## src/design/bdq_pkg.sv

```systemverilog
// Package for the bounded double-ended queue: sizes, payload structs, operation
// and status codes, and ring-pointer helpers. No dependencies.
`default_nettype none

package bdq_pkg;

  // Entry-memory depth with its pointer and count widths, and the other sizes.
  localparam int DEPTH     = 16;
  localparam int PTR_W     = (DEPTH > 1) ? $clog2(DEPTH) : 1;
  localparam int CNT_W     = $clog2(DEPTH + 1);
  localparam int WORD_W    = 32;
  localparam int CAP_W     = 5;
  localparam int OCC_W     = 5;
  localparam int CAP_RESET = 16;
  localparam int CMP_W     = (CNT_W > CAP_W) ? CNT_W : CAP_W;

  typedef enum logic [1:0] {
    FN_PUSH_FRONT,
    FN_PUSH_BACK,
    FN_POP_FRONT,
    FN_POP_BACK
  } func_t;

  typedef enum logic [1:0] {
    ST_DONE,
    ST_FULL,
    ST_EMPTY
  } status_t;

  typedef enum logic {
    S_IDLE,
    S_READ
  } state_t;

  typedef struct packed {
    func_t                     func;
    logic signed [WORD_W-1:0]  push_value;
  } in_item_t;

  typedef struct packed {
    logic signed [WORD_W-1:0]  pop_value;
    status_t                   status;
    logic        [OCC_W-1:0]   occupancy;
  } out_item_t;

  // Tells the output stage to load a result, and whether the popped word
  // comes from the memory read port.
  typedef struct packed {
    logic                load;
    logic                from_ram;
    status_t             status;
    logic [OCC_W-1:0]    occupancy;
  } res_load_t;

  function automatic logic [PTR_W-1:0] ptr_inc(input logic [PTR_W-1:0] p);
    return (p == PTR_W'(DEPTH - 1)) ? '0 : p + 1'b1;
  endfunction

  function automatic logic [PTR_W-1:0] ptr_dec(input logic [PTR_W-1:0] p);
    return (p == '0) ? PTR_W'(DEPTH - 1) : p - 1'b1;
  endfunction

endpackage

`default_nettype wire

```

## src/design/bdq_ram.sv

```systemverilog
// Generic simple dual-port RAM: one write port, one read port with a registered
// read. No dependencies.
`default_nettype none

module bdq_ram #(
  parameter int WIDTH = 32,
  parameter int DEPTH = 16,
  parameter int ADDR_W = (DEPTH > 1) ? $clog2(DEPTH) : 1
) (
  input  wire logic              clk,
  input  wire logic              we,
  input  wire logic [ADDR_W-1:0] waddr,
  input  wire logic [WIDTH-1:0]  wdata,
  input  wire logic              re,
  input  wire logic [ADDR_W-1:0] raddr,
  output logic      [WIDTH-1:0]  rdata
);

  logic [WIDTH-1:0] mem [DEPTH];

  always_ff @(posedge clk) begin
    if (we) begin
      mem[waddr] <= wdata;
    end
    if (re) begin
      rdata <= mem[raddr];
    end
  end

endmodule

`default_nettype wire

```

## src/design/bdq_ctrl.sv

```systemverilog
// Ring-buffer control for the deque: head and tail pointers, word count,
// memory port drive and result sequencing. Depends on bdq_pkg.
`default_nettype none

module bdq_ctrl (
  input  wire logic                       clk,
  input  wire logic                       rst,
  input  wire logic                       in_valid,
  output logic                            in_ready,
  input  wire bdq_pkg::in_item_t          in_data,
  input  wire logic [bdq_pkg::CAP_W-1:0]  capacity,
  input  wire logic                       out_free,
  output logic                            ram_we,
  output logic [bdq_pkg::PTR_W-1:0]       ram_waddr,
  output logic [bdq_pkg::WORD_W-1:0]      ram_wdata,
  output logic                            ram_re,
  output logic [bdq_pkg::PTR_W-1:0]       ram_raddr,
  output bdq_pkg::res_load_t              res
);
  import bdq_pkg::*;

  state_t           state, state_next;
  logic [PTR_W-1:0] head, head_next;
  logic [PTR_W-1:0] tail, tail_next;
  logic [CNT_W-1:0] count, count_next;
  logic             full, empty, accept;

  // Head points at the front word, tail at the slot after the back word.
  always_ff @(posedge clk) begin
    if (rst) begin
      state <= S_IDLE;
      head  <= '0;
      tail  <= '0;
      count <= '0;
    end else begin
      state <= state_next;
      head  <= head_next;
      tail  <= tail_next;
      count <= count_next;
    end
  end

  assign full  = (CMP_W'(count) >= CMP_W'(capacity)) || (count >= CNT_W'(DEPTH));
  assign empty = (count == '0);
  assign ram_wdata = in_data.push_value;

  always_comb begin
    state_next    = state;
    head_next     = head;
    tail_next     = tail;
    count_next    = count;
    in_ready      = 1'b0;
    accept        = 1'b0;
    ram_we        = 1'b0;
    ram_waddr     = head;
    ram_re        = 1'b0;
    ram_raddr     = head;
    res.load      = 1'b0;
    res.from_ram  = 1'b0;
    res.status    = ST_DONE;
    res.occupancy = OCC_W'(count);

    unique case (state)
      S_IDLE: begin
        in_ready = out_free;
        accept   = in_valid && out_free;
        if (accept) begin
          unique case (in_data.func)
            FN_PUSH_FRONT: begin
              res.load = 1'b1;
              if (full) begin
                res.status = ST_FULL;
              end else begin
                ram_we     = 1'b1;
                ram_waddr  = ptr_dec(head);
                head_next  = ptr_dec(head);
                count_next = count + 1'b1;
              end
            end
            FN_PUSH_BACK: begin
              res.load = 1'b1;
              if (full) begin
                res.status = ST_FULL;
              end else begin
                ram_we     = 1'b1;
                ram_waddr  = tail;
                tail_next  = ptr_inc(tail);
                count_next = count + 1'b1;
              end
            end
            FN_POP_FRONT: begin
              if (empty) begin
                res.load   = 1'b1;
                res.status = ST_EMPTY;
              end else begin
                ram_re     = 1'b1;
                ram_raddr  = head;
                head_next  = ptr_inc(head);
                count_next = count - 1'b1;
                state_next = S_READ;
              end
            end
            FN_POP_BACK: begin
              if (empty) begin
                res.load   = 1'b1;
                res.status = ST_EMPTY;
              end else begin
                ram_re     = 1'b1;
                ram_raddr  = ptr_dec(tail);
                tail_next  = ptr_dec(tail);
                count_next = count - 1'b1;
                state_next = S_READ;
              end
            end
            default: ;
          endcase
          res.occupancy = OCC_W'(count_next);
        end
      end
      S_READ: begin
        // Read data is valid this cycle; the count already reflects the pop.
        res.load     = 1'b1;
        res.from_ram = 1'b1;
        state_next   = S_IDLE;
      end
      default: state_next = S_IDLE;
    endcase
  end

endmodule

`default_nettype wire

```

## src/design/bounded_deque.sv

```systemverilog
// Top level of the bounded double-ended queue: capacity register, output
// register and wiring of bdq_ctrl and bdq_ram. Depends on bdq_pkg.
//
//   channel | signals                      | payload
//   --------+------------------------------+--------------------------------
//   cfg     | cfg_valid, cfg_ready         | cfg_data: capacity (5 bits)
//   in      | in_valid, in_ready           | in_data: func, push_value
//   out     | out_valid, out_ready         | out_data: pop_value, status,
//           |                              |           occupancy
//
// For a push, and for any rejected operation, the result is registered at the
// edge of the input transfer; a successful push also writes its word to the
// entry memory in that cycle. A successful pop first reads the entry memory,
// whose read port is registered, then loads the result from that read data.
// Reset empties the queue and sets the capacity to 16; the memory itself is not
// cleared, since only entries that were written are ever read.
// A new item is taken while no pop awaits read data and the output register is
// empty or transferring its result; a stalled output holds off the input.
`default_nettype none

module bounded_deque (
  input  wire logic                       clk,
  input  wire logic                       rst,
  input  wire logic                       cfg_valid,
  output logic                            cfg_ready,
  input  wire logic [bdq_pkg::CAP_W-1:0]  cfg_data,
  input  wire logic                       in_valid,
  output logic                            in_ready,
  input  wire bdq_pkg::in_item_t          in_data,
  output logic                            out_valid,
  input  wire logic                       out_ready,
  output bdq_pkg::out_item_t              out_data
);
  import bdq_pkg::*;

  logic [CAP_W-1:0]  capacity;
  logic              out_free;
  logic              ram_we, ram_re;
  logic [PTR_W-1:0]  ram_waddr, ram_raddr;
  logic [WORD_W-1:0] ram_wdata, ram_rdata;
  res_load_t         res;

  // The capacity register takes a write in any cycle; the user must write it only
  // while the queue is idle, as the block itself does not enforce it.
  assign cfg_ready = 1'b1;

  always_ff @(posedge clk) begin
    if (rst) begin
      capacity <= CAP_W'(CAP_RESET);
    end else if (cfg_valid) begin
      capacity <= cfg_data;
    end
  end

  // The output register is free when empty or when its result transfers now.
  assign out_free = !out_valid || out_ready;

  bdq_ctrl u_ctrl (
    .clk       (clk),
    .rst       (rst),
    .in_valid  (in_valid),
    .in_ready  (in_ready),
    .in_data   (in_data),
    .capacity  (capacity),
    .out_free  (out_free),
    .ram_we    (ram_we),
    .ram_waddr (ram_waddr),
    .ram_wdata (ram_wdata),
    .ram_re    (ram_re),
    .ram_raddr (ram_raddr),
    .res       (res)
  );

  bdq_ram #(
    .WIDTH (WORD_W),
    .DEPTH (DEPTH)
  ) u_ram (
    .clk   (clk),
    .we    (ram_we),
    .waddr (ram_waddr),
    .wdata (ram_wdata),
    .re    (ram_re),
    .raddr (ram_raddr),
    .rdata (ram_rdata)
  );

  // Result register. A load only happens when the register is free, so a
  // waiting result is never overwritten.
  always_ff @(posedge clk) begin
    if (rst) begin
      out_valid <= 1'b0;
    end else if (res.load) begin
      out_valid <= 1'b1;
    end else if (out_ready) begin
      out_valid <= 1'b0;
    end
  end

  always_ff @(posedge clk) begin
    if (res.load) begin
      out_data.pop_value <= res.from_ram ? ram_rdata : '0;
      out_data.status    <= res.status;
      out_data.occupancy <= res.occupancy;
    end
  end

endmodule

`default_nettype wire

```

## config.mk

```make
export PLATFORM = sky130hd
export DESIGN_NAME = bounded_deque
export DESIGN_NICKNAME = d
export VERILOG_FILES = /design/src/design/bdq_pkg.sv /design/src/design/bdq_ram.sv /design/src/design/bdq_ctrl.sv /design/src/design/bounded_deque.sv
export SDC_FILE = /design/constraint.sdc
export NUM_CORES = 1
export LEC_CHECK = 0
export BUFFER_PORTS_ARGS = -buffer_cell sky130_fd_sc_hd__buf_2
export CAP_MARGIN = 20
export CORE_ASPECT_RATIO = 1.4
export CORE_MARGIN = 2
export CORE_UTILIZATION = 61
export DETAILED_ROUTE_END_ITERATION = 6
export PLACE_DENSITY = 0.89
export SYNTH_ARGS = -nofsm -noshare
export SYNTH_HDL_FRONTEND = slang
export SYNTH_HIERARCHICAL = 1
export SYNTH_SLANG_ARGS = --single-unit
```

## constraint.sdc

```tcl
create_clock -name clk -period 6.1 [get_ports clk]
set_clock_uncertainty 0.1 [all_clocks]
set_input_delay 0.61 -clock clk [delete_from_list [all_inputs] [get_ports clk]]
set_output_delay 0.61 -clock clk [all_outputs]
set_load 0.02 [all_outputs]
```

==> summary.txt, run 1 <==
Outcome - finished, final reports clean
Die width - 170 um
Netlist cell types - 60
Power per cell area - 361 mW/mm2
FF+latch count, synth - 603
WP data arrival - 4.69 ns
Initial Util - 0.614
CTS sink cnt - 603
Worst path required time - 6.21 ns
Synthesized area per cell - 20.0 um2
Min-delay worst type - primary input to flop
Vias in the first global route - 12568
Gp weighted congestion - 0.863
Dpl hpwl - 29200 um
FP Rows - 85
Skew-Pair Late Insertion Delay - 0.59 ns
Post-CTS Hold Buffers - 0
Fmax achieved - 218 MHz
Core area - 0.0383 mm2
Cell area after synthesis - 0.0235 mm2
Remaining DRCs - 0
Sequential share of the synthesized area - 0.762
Commonest non-fill, non-tap cells in the layout - edfxtp_1, mux4_2, buf_2
Fin Setup TNS - 0 ns
Congestion Overflow GR - 0
Total number of vias - 12155
RSZ-0062 raised after global routing - false
Buffers on Ports - 84
Final Max Tran Viols - 0
Fillcell total - 2228
Fin crit share - 0.752
Placed cell count - 1676
TritonRoute pass-1 iters - 7
Critical Path Start Type - flop
H-tree levels - 2
Post-synth EDFFs - 583
Crit path kind - flop to flop
Minimum clock period - 4.59 ns
Crit-path max FO - 26
Vias per Instance - 6.85
Worst slew pin tran - 1.09 ns
Die Y - 236 um
CTS root buf - clkbuf_16
Area grow syn2layout - 11.2%
Wire per inst - 30.5 um
Global-route wire length before repair - 80300 um
Final ANT Viol Nets - 0
Largest net degree at the start of global routing - 65
Initial antenna violation count - 1
Clk slew on worst S/H paths - 0.07 ns
Yosys Warn Count - 6
Async set-reset flop share out of synthesis - 0
Mapped Cells - 1173
Commonest non-fill, non-tap cell in the layout - edfxtp_1
Top_reg_cell synth - edfxtp_1
Leak pwr - 8.37 nW
Layout cells sized above 1 - 0.269
Final setup fails - 0
Setup Fix Bufs, Post-CTS - 0
Max_slew headroom - 0.263
Initial drt markers - 1602
Post-CTS sizing - 0
I/O pins - 86
GRT Total Usage - 0.277
Crit. End Element - flop
Peak VDD IR - 0.000203 V
Total wire length - 54000 um
Die ar. - 0.0401 mm2
CTS buffer count - 52
Non-Filler Instances - 1774
Final hold vios - 0
Number of max-cap violations - 0
Layout Utilization - 0.683
Nets - 1310
Antenna Cells - 0
CTS tree - done
CTS Buffer Depth - 3
Syn_nets - 1229
==> where the power goes <==
part,switching (W),leakage (nW),total [W],internal (W)
clock,0.00143,0.788,0.00314,0.00170
sequential,0.0000614,5.46,0.00479,0.00473
combinational,0.000891,2.12,0.00150,0.000614
total,0.00239,8.37,0.00944,0.00705
==> cells in the mapped netlist, drive strengths merged, types with 6 or more instances <==
cell	count	area [um2]
o21ai	25	125
clkbuf	24	93.8
a21oi	23	123
o211ai	6	58.8
mux4	128	2880
and2	37	231
ha	12	150
edfxtp	583	17500
buf	66	440
nand3	10	50.1
inv	18	67.6
nor3	8	40.0
nand2	52	198
dfxtp	20	400
a22oi	65	488
nor2	27	101
==> critical path, cell delays in order (launching register included) <==
cell and delay [ns]:
dfxtp_1 0.53, ha_1 0.32, a21oi_1 0.20, o21a_1 0.33
o21ai_0 0.27, a21oi_1 0.26, o221ai_1 0.26, nand3b_1 0.50
nor3_2 0.78, buf_4 0.63
==> final timing paths <==
check | start | end | slack, ns | depth (start not counted)
max | u_ctrl/count[2] | u_ram/mem[4][15] | 1.51 | 9
max reg2reg | u_ctrl/count[2] | u_ram/mem[4][15] | 1.51 | 9
min | cfg_data[4] | capacity[4] | 0.15 | 2
min reg2reg | capacity[3] | capacity[3] | 0.41 | 2
==> routing by layer <==
metal	track usage	vias up	wire length, um
met5	0	-	13
met4	0.132	2	2490
met3	0.0507	172	4930
met2	0.462	829	27900
met1	0.355	6224	18700
li1	-	4928	-
==> area by class of cell <==
cell class,instances,area (um2),area share
clock inverters,30,201,0.00771
well taps,478,598,0.0229
inverters,19,71.3,0.00273
multi-input cells,461,5130,0.196
repair buffers,117,823,0.0315
flip-flops and latches,603,17900,0.685
clock buffers,66,1400,0.0534
==> sequential cells by signal, summed over array words and instances, names as in the netlist <==
register and flops:
u_ctrl/head 4, u_ram/mem 512, u_ctrl/tail 4, u_ram/rdata 32, out_data 39, u_ctrl/count 5
capacity 5, u_ctrl/state 1, out_valid 1
==> per-stage QoR <==
stage / instance area [um2] / total power, W / setup slack (ns) / hold WS, ns
floorplan: 23500 / 0.00592 / 1.19 / 0.360
global placement: 24300 / 0.00628 / 1.69 / 0.375
detailed placement: 24500 / 0.00634 / 1.29 / 0.397
CTS: 26100 / 0.00947 / 1.20 / 0.133
global route: 26100 / 0.00972 / 1.42 / 0.158
finish: 26100 / 0.00944 / 1.51 / 0.148
==> logic make-up after synthesis <==
family,Yosys count,share of synthesized area
buffers and inverters,109,0.0258
DFF,603,0.762
other,1,0.000160
adders and majority gates,12,0.00639
AOI/OAI and AO/OA,147,0.0440
and+or+nand+nor,165,0.0360
muxes,134,0.125
xor gates and xnor gates,2,0.000745
Power figures use the tool's default switching activity.
==> run 2: changes to the inputs <==
ABC_AREA = 1   (was default)
CORE_UTILIZATION = 62   (was 61)
PLACE_DENSITY = 0.9   (was 0.89)
clock period = 4.26 ns   (was 6.1 ns; I/O delays follow)
==> run 2 against run 1 <==
  * The run now ends with DRC left
  * Power increased by 51%
  * Fmax up 25%
  * Utilization increased by 0.59 points
  * Count of clock-buffer cells in the layout down 2
  * Combinational power is 67% higher
  * Setup slack worse by 0.92 ns
  * Design area grew 11%
  * Critical path type unchanged
  * Highest routed layer is now met4
==> summary.txt, run 2 <==
Critical Path Start Type - flop (unchanged)
Layout cells sized above 1 - 0.0956 (was 0.269)
Biggest regs - u_ram/mem x512, out_data x39, u_ram/rdata x32 (unchanged)
Fmax achieved - 273 MHz (was 218 MHz)
Core area - 0.0423 mm2 (was 0.0383 mm2)
Top cells by count, synth - nand2_1, edfxtp_1, inv_1, nand3_1, nor2_1 (was edfxtp_1, mux4_2, a22oi_1, nand2_1, buf_4)
Buffers on Ports - 84 (unchanged)
Synthesized area per cell - 10.4 um2 (was 20.0 um2)
WHS Path Cells - 3 (was 2)
Initial drt markers - 2726 (was 1602)
Top cells by area in the synthesized netlist - edfxtp_1, nand2_1, nand3_1 (was edfxtp_1, mux4_2, a22oi_1)
Outcome - complete, but fails checks (was finished, final reports clean)
Top_reg_cell synth - edfxtp_1 (unchanged)
Crit-path cells - ha_1 > nand2_1 > nand2_1 > nand2_2 > nand2_1 > nor2_4 > nand2_1 > nand3_1 > nand2_1 > nand2_1 > nand2_1 > nand3b_1 > nor2_4 > buf_12 (was ha_1 > a21oi_1 > o21a_1 > o21ai_0 > a21oi_1 > o221ai_1 > nand3b_1 > nor3_2 > buf_4)
FF-to-FF Start - u_ctrl/count[2] (unchanged)
Max_slew headroom - 0.379 (was 0.263)
Peak VDD IR - 0.000365 V (was 0.000203 V)
Final Max Tran Viols - 0 (unchanged)
Crit Reg-Reg Endpoint - u_ram/mem[7][26] (was u_ram/mem[4][15])
Global-route wire length before repair - 105000 um (was 80300 um)
Final setup fails - 0 (unchanged)
Vias in the first global route - 19140 (was 12568)
Worst setup startpoint - u_ctrl/count[2] (unchanged)
Remaining DRCs - 5 (was 0)
FF+latch count, synth - 603 (unchanged)
Final Cell Area - 0.0291 mm2 (was 0.0261 mm2)
Netlist cell types - 39 (was 60)
Commonest non-fill, non-tap cells in the layout - nand2_1, edfxtp_1, inv_1 (was edfxtp_1, mux4_2, buf_2)
Dpl hpwl - 40500 um (was 29200 um)
TritonRoute pass-1 iters - 7 (unchanged)
R2R cell count - 14 (was 9)
Initial Util - 0.629 (was 0.614)
Crit-path most repeated cell - nand2_1 (was a21oi_1)
CTS root buf - clkbuf_16 (unchanged)
I/O pins - 86 (unchanged)
Congestion Overflow GR - 0 (unchanged)
Initial antenna violation count - 0 (was 1)
Slowest-stage cell, CP - nor2_4 (was nor3_2)
Hold Crit Start - cfg_valid (was cfg_data[4])
RSZ-0062 raised after global routing - false (unchanged)
Most common cell in the synthesized netlist - nand2_1 (was edfxtp_1)
Violated checks - DRC
FP Rows - 89 (was 85)
Wire per inst - 21.9 um (was 30.5 um)
Commonest non-fill, non-tap cell in the layout - nand2_1 (was edfxtp_1)
Min-Delay Endpoint - capacity[4] (unchanged)
H-tree levels - 2 (unchanged)
Power per cell area - 488 mW/mm2 (was 361 mW/mm2)
Sequential share of the synthesized area - 0.672 (was 0.762)
Mapped Cells - 2570 (was 1173)
Die width - 179 um (was 170 um)
Reg with most FFs - u_ram/mem (unchanged)
Yosys top cell by area - edfxtp_1 (unchanged)
Crit-path max FO - 17 (was 26)
Final ANT Viol Nets - 0 (unchanged)
Slowest stage delay, CP - 0.65 ns (was 0.78 ns)
Leak pwr - 12.6 nW (was 8.37 nW)
Number of max-cap violations - 0 (unchanged)
Skew-Pair Late Insertion Delay - 0.59 ns (about the same)
Min-delay worst type - primary input to flop (unchanged)
Total wire length - 69800 um (was 54000 um)
Antenna Cells - 0 (unchanged)
Async set-reset flop share out of synthesis - 0 (unchanged)
Top cell type's share of synthesized area - 0.657 (was 0.745)
Syn_nets - 2626 (was 1229)
Yosys Warn Count - 6 (unchanged)
Post-synth EDFFs - 583 (unchanged)
Largest net degree at the start of global routing - 129 (was 65)
Area grow syn2layout - 9.37% (was 11.2%)
WP data arrival - 3.87 ns (was 4.69 ns)
GRT Total Usage - 0.314 (was 0.277)
CTS Buffer Depth - 3 (unchanged)
Vias per Instance - 5.99 (was 6.85)
Nets - 2660 (was 1310)
Fin Setup TNS - 0 ns (unchanged)
Final hold vios - 0 (unchanged)
CTS tree - done (unchanged)
Crit path kind - flop to flop (unchanged)
Fin crit share - 0.861 (was 0.752)
Gp weighted congestion - 0.920 (was 0.863)
CTS buffer count - 53 (was 52)
CTS sink cnt - 603 (unchanged)
Reg2Reg Setup Slack - 0.59 ns (was 1.51 ns)
Worst path required time - 4.46 ns (was 6.21 ns)
Total number of vias - 19129 (was 12155)
Area after DPL - 0.0273 mm2 (was 0.0245 mm2)
Cell area after synthesis - 0.0266 mm2 (was 0.0235 mm2)
Clk slew on worst S/H paths - 0.06 ns (was 0.07 ns)
Worst slew pin tran - 0.932 ns (was 1.09 ns)
Worst hold slack - 0.0262 ns (was 0.148 ns)
Die Y - 249 um (was 236 um)
Minimum clock period - 3.67 ns (was 4.59 ns)
Crit. End Element - flop (unchanged)
Max FFs per register - 512 (unchanged)
Die ar. - 0.0447 mm2 (was 0.0401 mm2)
## run 2: changes by cell type in the layout (fill, tap and decap cells not counted), moves of 15 or more
cell / previous run / this run
a22oi_1: 65 / 0
and2_1: 37 / 0
inv_1: 17 / 455
mux4_2: 128 / 0
nand2_1: 51 / 818
nand3_1: 10 / 408
nor2_1: 14 / 41
o21ai_0: 22 / 7
## run 2: layer usage
metal  track usage  share of wire  up-vias
li1              -              -     8280
met1         0.382           0.32     8833
met2         0.513           0.49     1655
met3        0.0751           0.13      361
met4         0.176          0.061        0
met5             0              0        -
## run 2: final cells by class
cell class | instances | area, um2
flip-flops and latches | 603 | 17900
clock buffers | 64 | 1390
inverters | 465 | 1770
fillers | 2651 | 13200
repair buffers | 126 | 936
well taps | 546 | 683
multi-input cells | 1355 | 6090
clock inverters | 33 | 363
## run 2: logic make-up (layout without fill, tap and decap cells)
group / after synthesis / in the layout / share of synthesized area
AO/OA/AOI/OAI: 29 / 29 / 0.00625
XOR/XNOR: 6 / 6 / 0.00226
adder cells (fa/ha/maj): 12 / 12 / 0.00564
buffers and inverters: 612 / 688 / 0.105
flip-flops: 603 / 603 / 0.672
other: 1 / 1 / 0.000141
AND/OR/NAND/NOR: 1307 / 1307 / 0.208
## run 2: worst max-delay path by stage
stage                       end  slack (ns)  cells past startpoint
2_1_floorplan  u_ram/mem[10][0]        0.67                     15
5_1_grt        u_ram/mem[7][26]        0.38                     15
4_1_cts        u_ram/mem[7][26]        0.65                     14
3_5_place_dp   u_ram/mem[7][26]        0.72                     14
3_3_place_gp   u_ram/mem[7][24]        0.77                     14
6_report       u_ram/mem[7][26]        0.59                     14
## run 2: stage by stage
step	setup WS, ns	std cells	power (W)	util
final	0.594	3192	0.0142	0.688
after global routing	0.384	3192	0.0146	0.688
after detailed placement	0.716	3090	0.00934	0.646
after CTS	0.650	3192	0.0141	0.688
after floorplan	0.672	2570	0.00863	-
after global placement	0.769	3090	0.00925	0.646
## run 2: critical path, delay by kind of cell (launching register included)
kind	cells	cell delay [ns]
buffers and inverters	1	0.25
adder cells (fa/ha/maj)	1	0.33
flip-flops	1	0.56
AND/OR/NAND/NOR	12	2.12
## run 2: where the power goes
group / switching, W / internal, W / total, W
clock: 0.00212 / 0.00275 / 0.00488
combinational: 0.00185 / 0.000644 / 0.00250
sequential: 0.0000854 / 0.00677 / 0.00685
total: 0.00406 / 0.0102 / 0.0142
## run 2: timing repair
item | 4_1_cts | 5_1_grt
resized for setup | 0 | 0
hold buffers | 5 | 0
setup buffers | 0 | 0
endpoints found under the hold margin | 5 | 0
==> run 3: changes to the inputs <==
REMOVE_ABC_BUFFERS = 1   (was default)
==> run 3 against run 2 <==
  * The flow still finishes with violations (DRC)
  * Global-route usage rose by 0.071 points
  * Design area down 0.26%
  * Cell count grew 0.22%
  * Critical path depth fell by 3
  * Sequential power is essentially flat
  * Register-to-register slack got worse by 0.04 ns
  * Sequential share of layout area up 0.16 points
  * Via count decreased by 0.26%
  * Highest routed layer unchanged
==> summary.txt, run 3 (same netlist as run 2, synthesis figures left out) <==
Outcome - complete, but fails checks (unchanged)
Violated checks - DRC (unchanged)
Die width - 179 um (unchanged)
Int Pwr - 0.00991 W (was 0.0102 W)
Setup Fix Bufs, Post-CTS - 0 (unchanged)
Number of max-cap violations - 0 (unchanged)
Commonest non-fill, non-tap cells in the layout - nand2_1, edfxtp_1, inv_1 (unchanged)
P_sw - 0.00402 W (was 0.00406 W)
Fmax achieved - 270 MHz (was 273 MHz)
WP data arrival - 3.89 ns (was 3.87 ns)
Buffers on Ports - 84 (unchanged)
Largest net degree at the start of global routing - 167 (was 129)
CTS sink cnt - 603 (unchanged)
Crit. End Element - flop (unchanged)
Power per cell area - 479 mW/mm2 (was 488 mW/mm2)
Clk slew on worst S/H paths - 0.06 ns (about the same)
Max_slew headroom - 0.412 (was 0.379)
Initial Util - 0.629 (unchanged)
Biggest regs - u_ram/mem x512, out_data x39, u_ram/rdata x32 (unchanged)
Crit-path max FO - 13 (was 17)
Wire per inst - 21.7 um (was 21.9 um)
Global-route wire length before repair - 106000 um (was 105000 um)
Gp weighted congestion - 0.899 (was 0.920)
Critical Path Start Type - flop (unchanged)
Commonest non-fill, non-tap cell in the layout - nand2_1 (unchanged)
Congestion Overflow GR - 0 (unchanged)
RSZ-0062 raised after global routing - false (unchanged)
Worst hold slack - 0.0569 ns (was 0.0262 ns)
Clk pwr share - 0.332 (was 0.343)
Vias in the first global route - 19572 (was 19140)
Final setup fails - 0 (unchanged)
Sequential share of power - 0.492 (was 0.482)
Core area - 0.0423 mm2 (unchanged)
TritonRoute pass-1 iters - 7 (unchanged)
Total wire length - 69400 um (was 69800 um)
Area grow syn2layout - 9.09% (was 9.37%)
Antenna Cells - 0 (unchanged)
Final WS setup - 0.556 ns (was 0.594 ns)
Switch share - 0.288 (was 0.285)
Comb power frac - 0.176 (was 0.175)
Initial drt markers - 3076 (was 2726)
CTS tree - done (unchanged)
Layout cells sized above 1 - 0.0946 (was 0.0956)
Final Max Tran Viols - 0 (unchanged)
I/O pins - 86 (unchanged)
Total number of vias - 19079 (was 19129)
Dpl hpwl - 39800 um (was 40500 um)
Worst path required time - 4.44 ns (was 4.46 ns)
Peak VDD IR - 0.000342 V (was 0.000365 V)
Min-delay worst type - primary input to flop (unchanged)
Die Y - 249 um (unchanged)
Worst slew pin tran - 0.882 ns (was 0.932 ns)
Crit path kind - flop to flop (unchanged)
FP Rows - 89 (unchanged)
Max FFs per register - 512 (unchanged)
Setup slack at placement - 0.729 ns (was 0.716 ns)
Fillcell total - 2639 (was 2651)
Reg with most FFs - u_ram/mem (unchanged)
Initial antenna violation count - 0 (unchanged)
Vias per Instance - 5.96 (was 5.99)
Nets - 2664 (was 2660)
Die ar. - 0.0447 mm2 (unchanged)
GRT Total Usage - 0.315 (was 0.314)
CTS Buffer Depth - 3 (unchanged)
Remaining DRCs - 18 (was 5)
Fin crit share - 0.869 (was 0.861)
H-tree levels - 2 (unchanged)
CTS root buf - clkbuf_16 (unchanged)
CTS buffer count - 54 (was 53)
Minimum clock period - 3.70 ns (was 3.67 ns)
Final hold vios - 0 (unchanged)
Skew-Pair Late Insertion Delay - 0.61 ns (was 0.59 ns)
Leak pwr - 12.6 nW (about the same)
Final ANT Viol Nets - 0 (unchanged)
## run 3: path summary, 6_finish.rpt
check	start	to	slack [ns]	depth (start not counted)
setup / recovery	u_ctrl/count[2]	u_ram/mem[4][21]	0.56	11
setup reg to reg	u_ctrl/count[2]	u_ram/mem[4][21]	0.56	11
hold / removal	cfg_valid	capacity[1]	0.06	3
hold reg to reg	capacity[4]	capacity[4]	0.38	2
## run 3: layer usage
metal  routed length (um)  vias to the layer above  global-route usage
met5                    0                        -                   0
met4                 5600                        0               0.223
met3                 7830                      437              0.0676
met2                34400                     1572               0.524
met1                21600                     8769               0.357
li1                     -                     8301                   -
## run 3: area by class of cell
| type | count | area [um2] | share of cell area |
|---|---|---|---|
| flip-flops and latches | 603 | 17900 | 0.616 |
| clock buffers | 74 | 1470 | 0.0505 |
| inverters | 465 | 1770 | 0.0608 |
| well taps | 546 | 683 | 0.0235 |
| clock inverters | 27 | 208 | 0.00715 |
| multi-input cells | 1355 | 6090 | 0.209 |
| repair buffers | 129 | 936 | 0.0322 |
## run 3: per-stage QoR
step	setup TNS (ns)	std cells	cell area, um2	total power (W)	utilization
final	0	3199	29100	0.0139	0.687
after global routing	0	3199	29100	0.0144	0.687
after CTS	0	3199	29100	0.0139	0.687
after detailed placement	0	3092	27300	0.00930	0.646
after global placement	0	3092	27300	0.00921	0.646
after floorplan	-587.96	2423	25600	0.00870	-
## run 3: worst max-delay path, cell delays in order, from the launching register on
cell and delay [ns]:
dfxtp_1 0.56, ha_1 0.34, nand2_1 0.08, nand2_1 0.08, nand2_2 0.10, nand2_1 0.09, nor2_4 0.21, nand2_1 0.10
nor2_1 0.36, nand3b_1 0.43, nor2_4 0.61, buf_4 0.33
## run 3: timing repair
item | 4_1_cts | 5_1_grt
hold endpoints to repair | 5 | 0
gates resized for setup | 0 | 0
hold buffers | 6 | 0
## run 3: power groups by stage
stage                     sequential, W  combinational [W]  clock, W
final                           0.00685            0.00245   0.00463
after floorplan                 0.00704            0.00166         0
after global placement          0.00697            0.00225         0
after global routing            0.00687            0.00263   0.00486
after detailed placement        0.00697            0.00232         0
after CTS                       0.00685            0.00238   0.00465
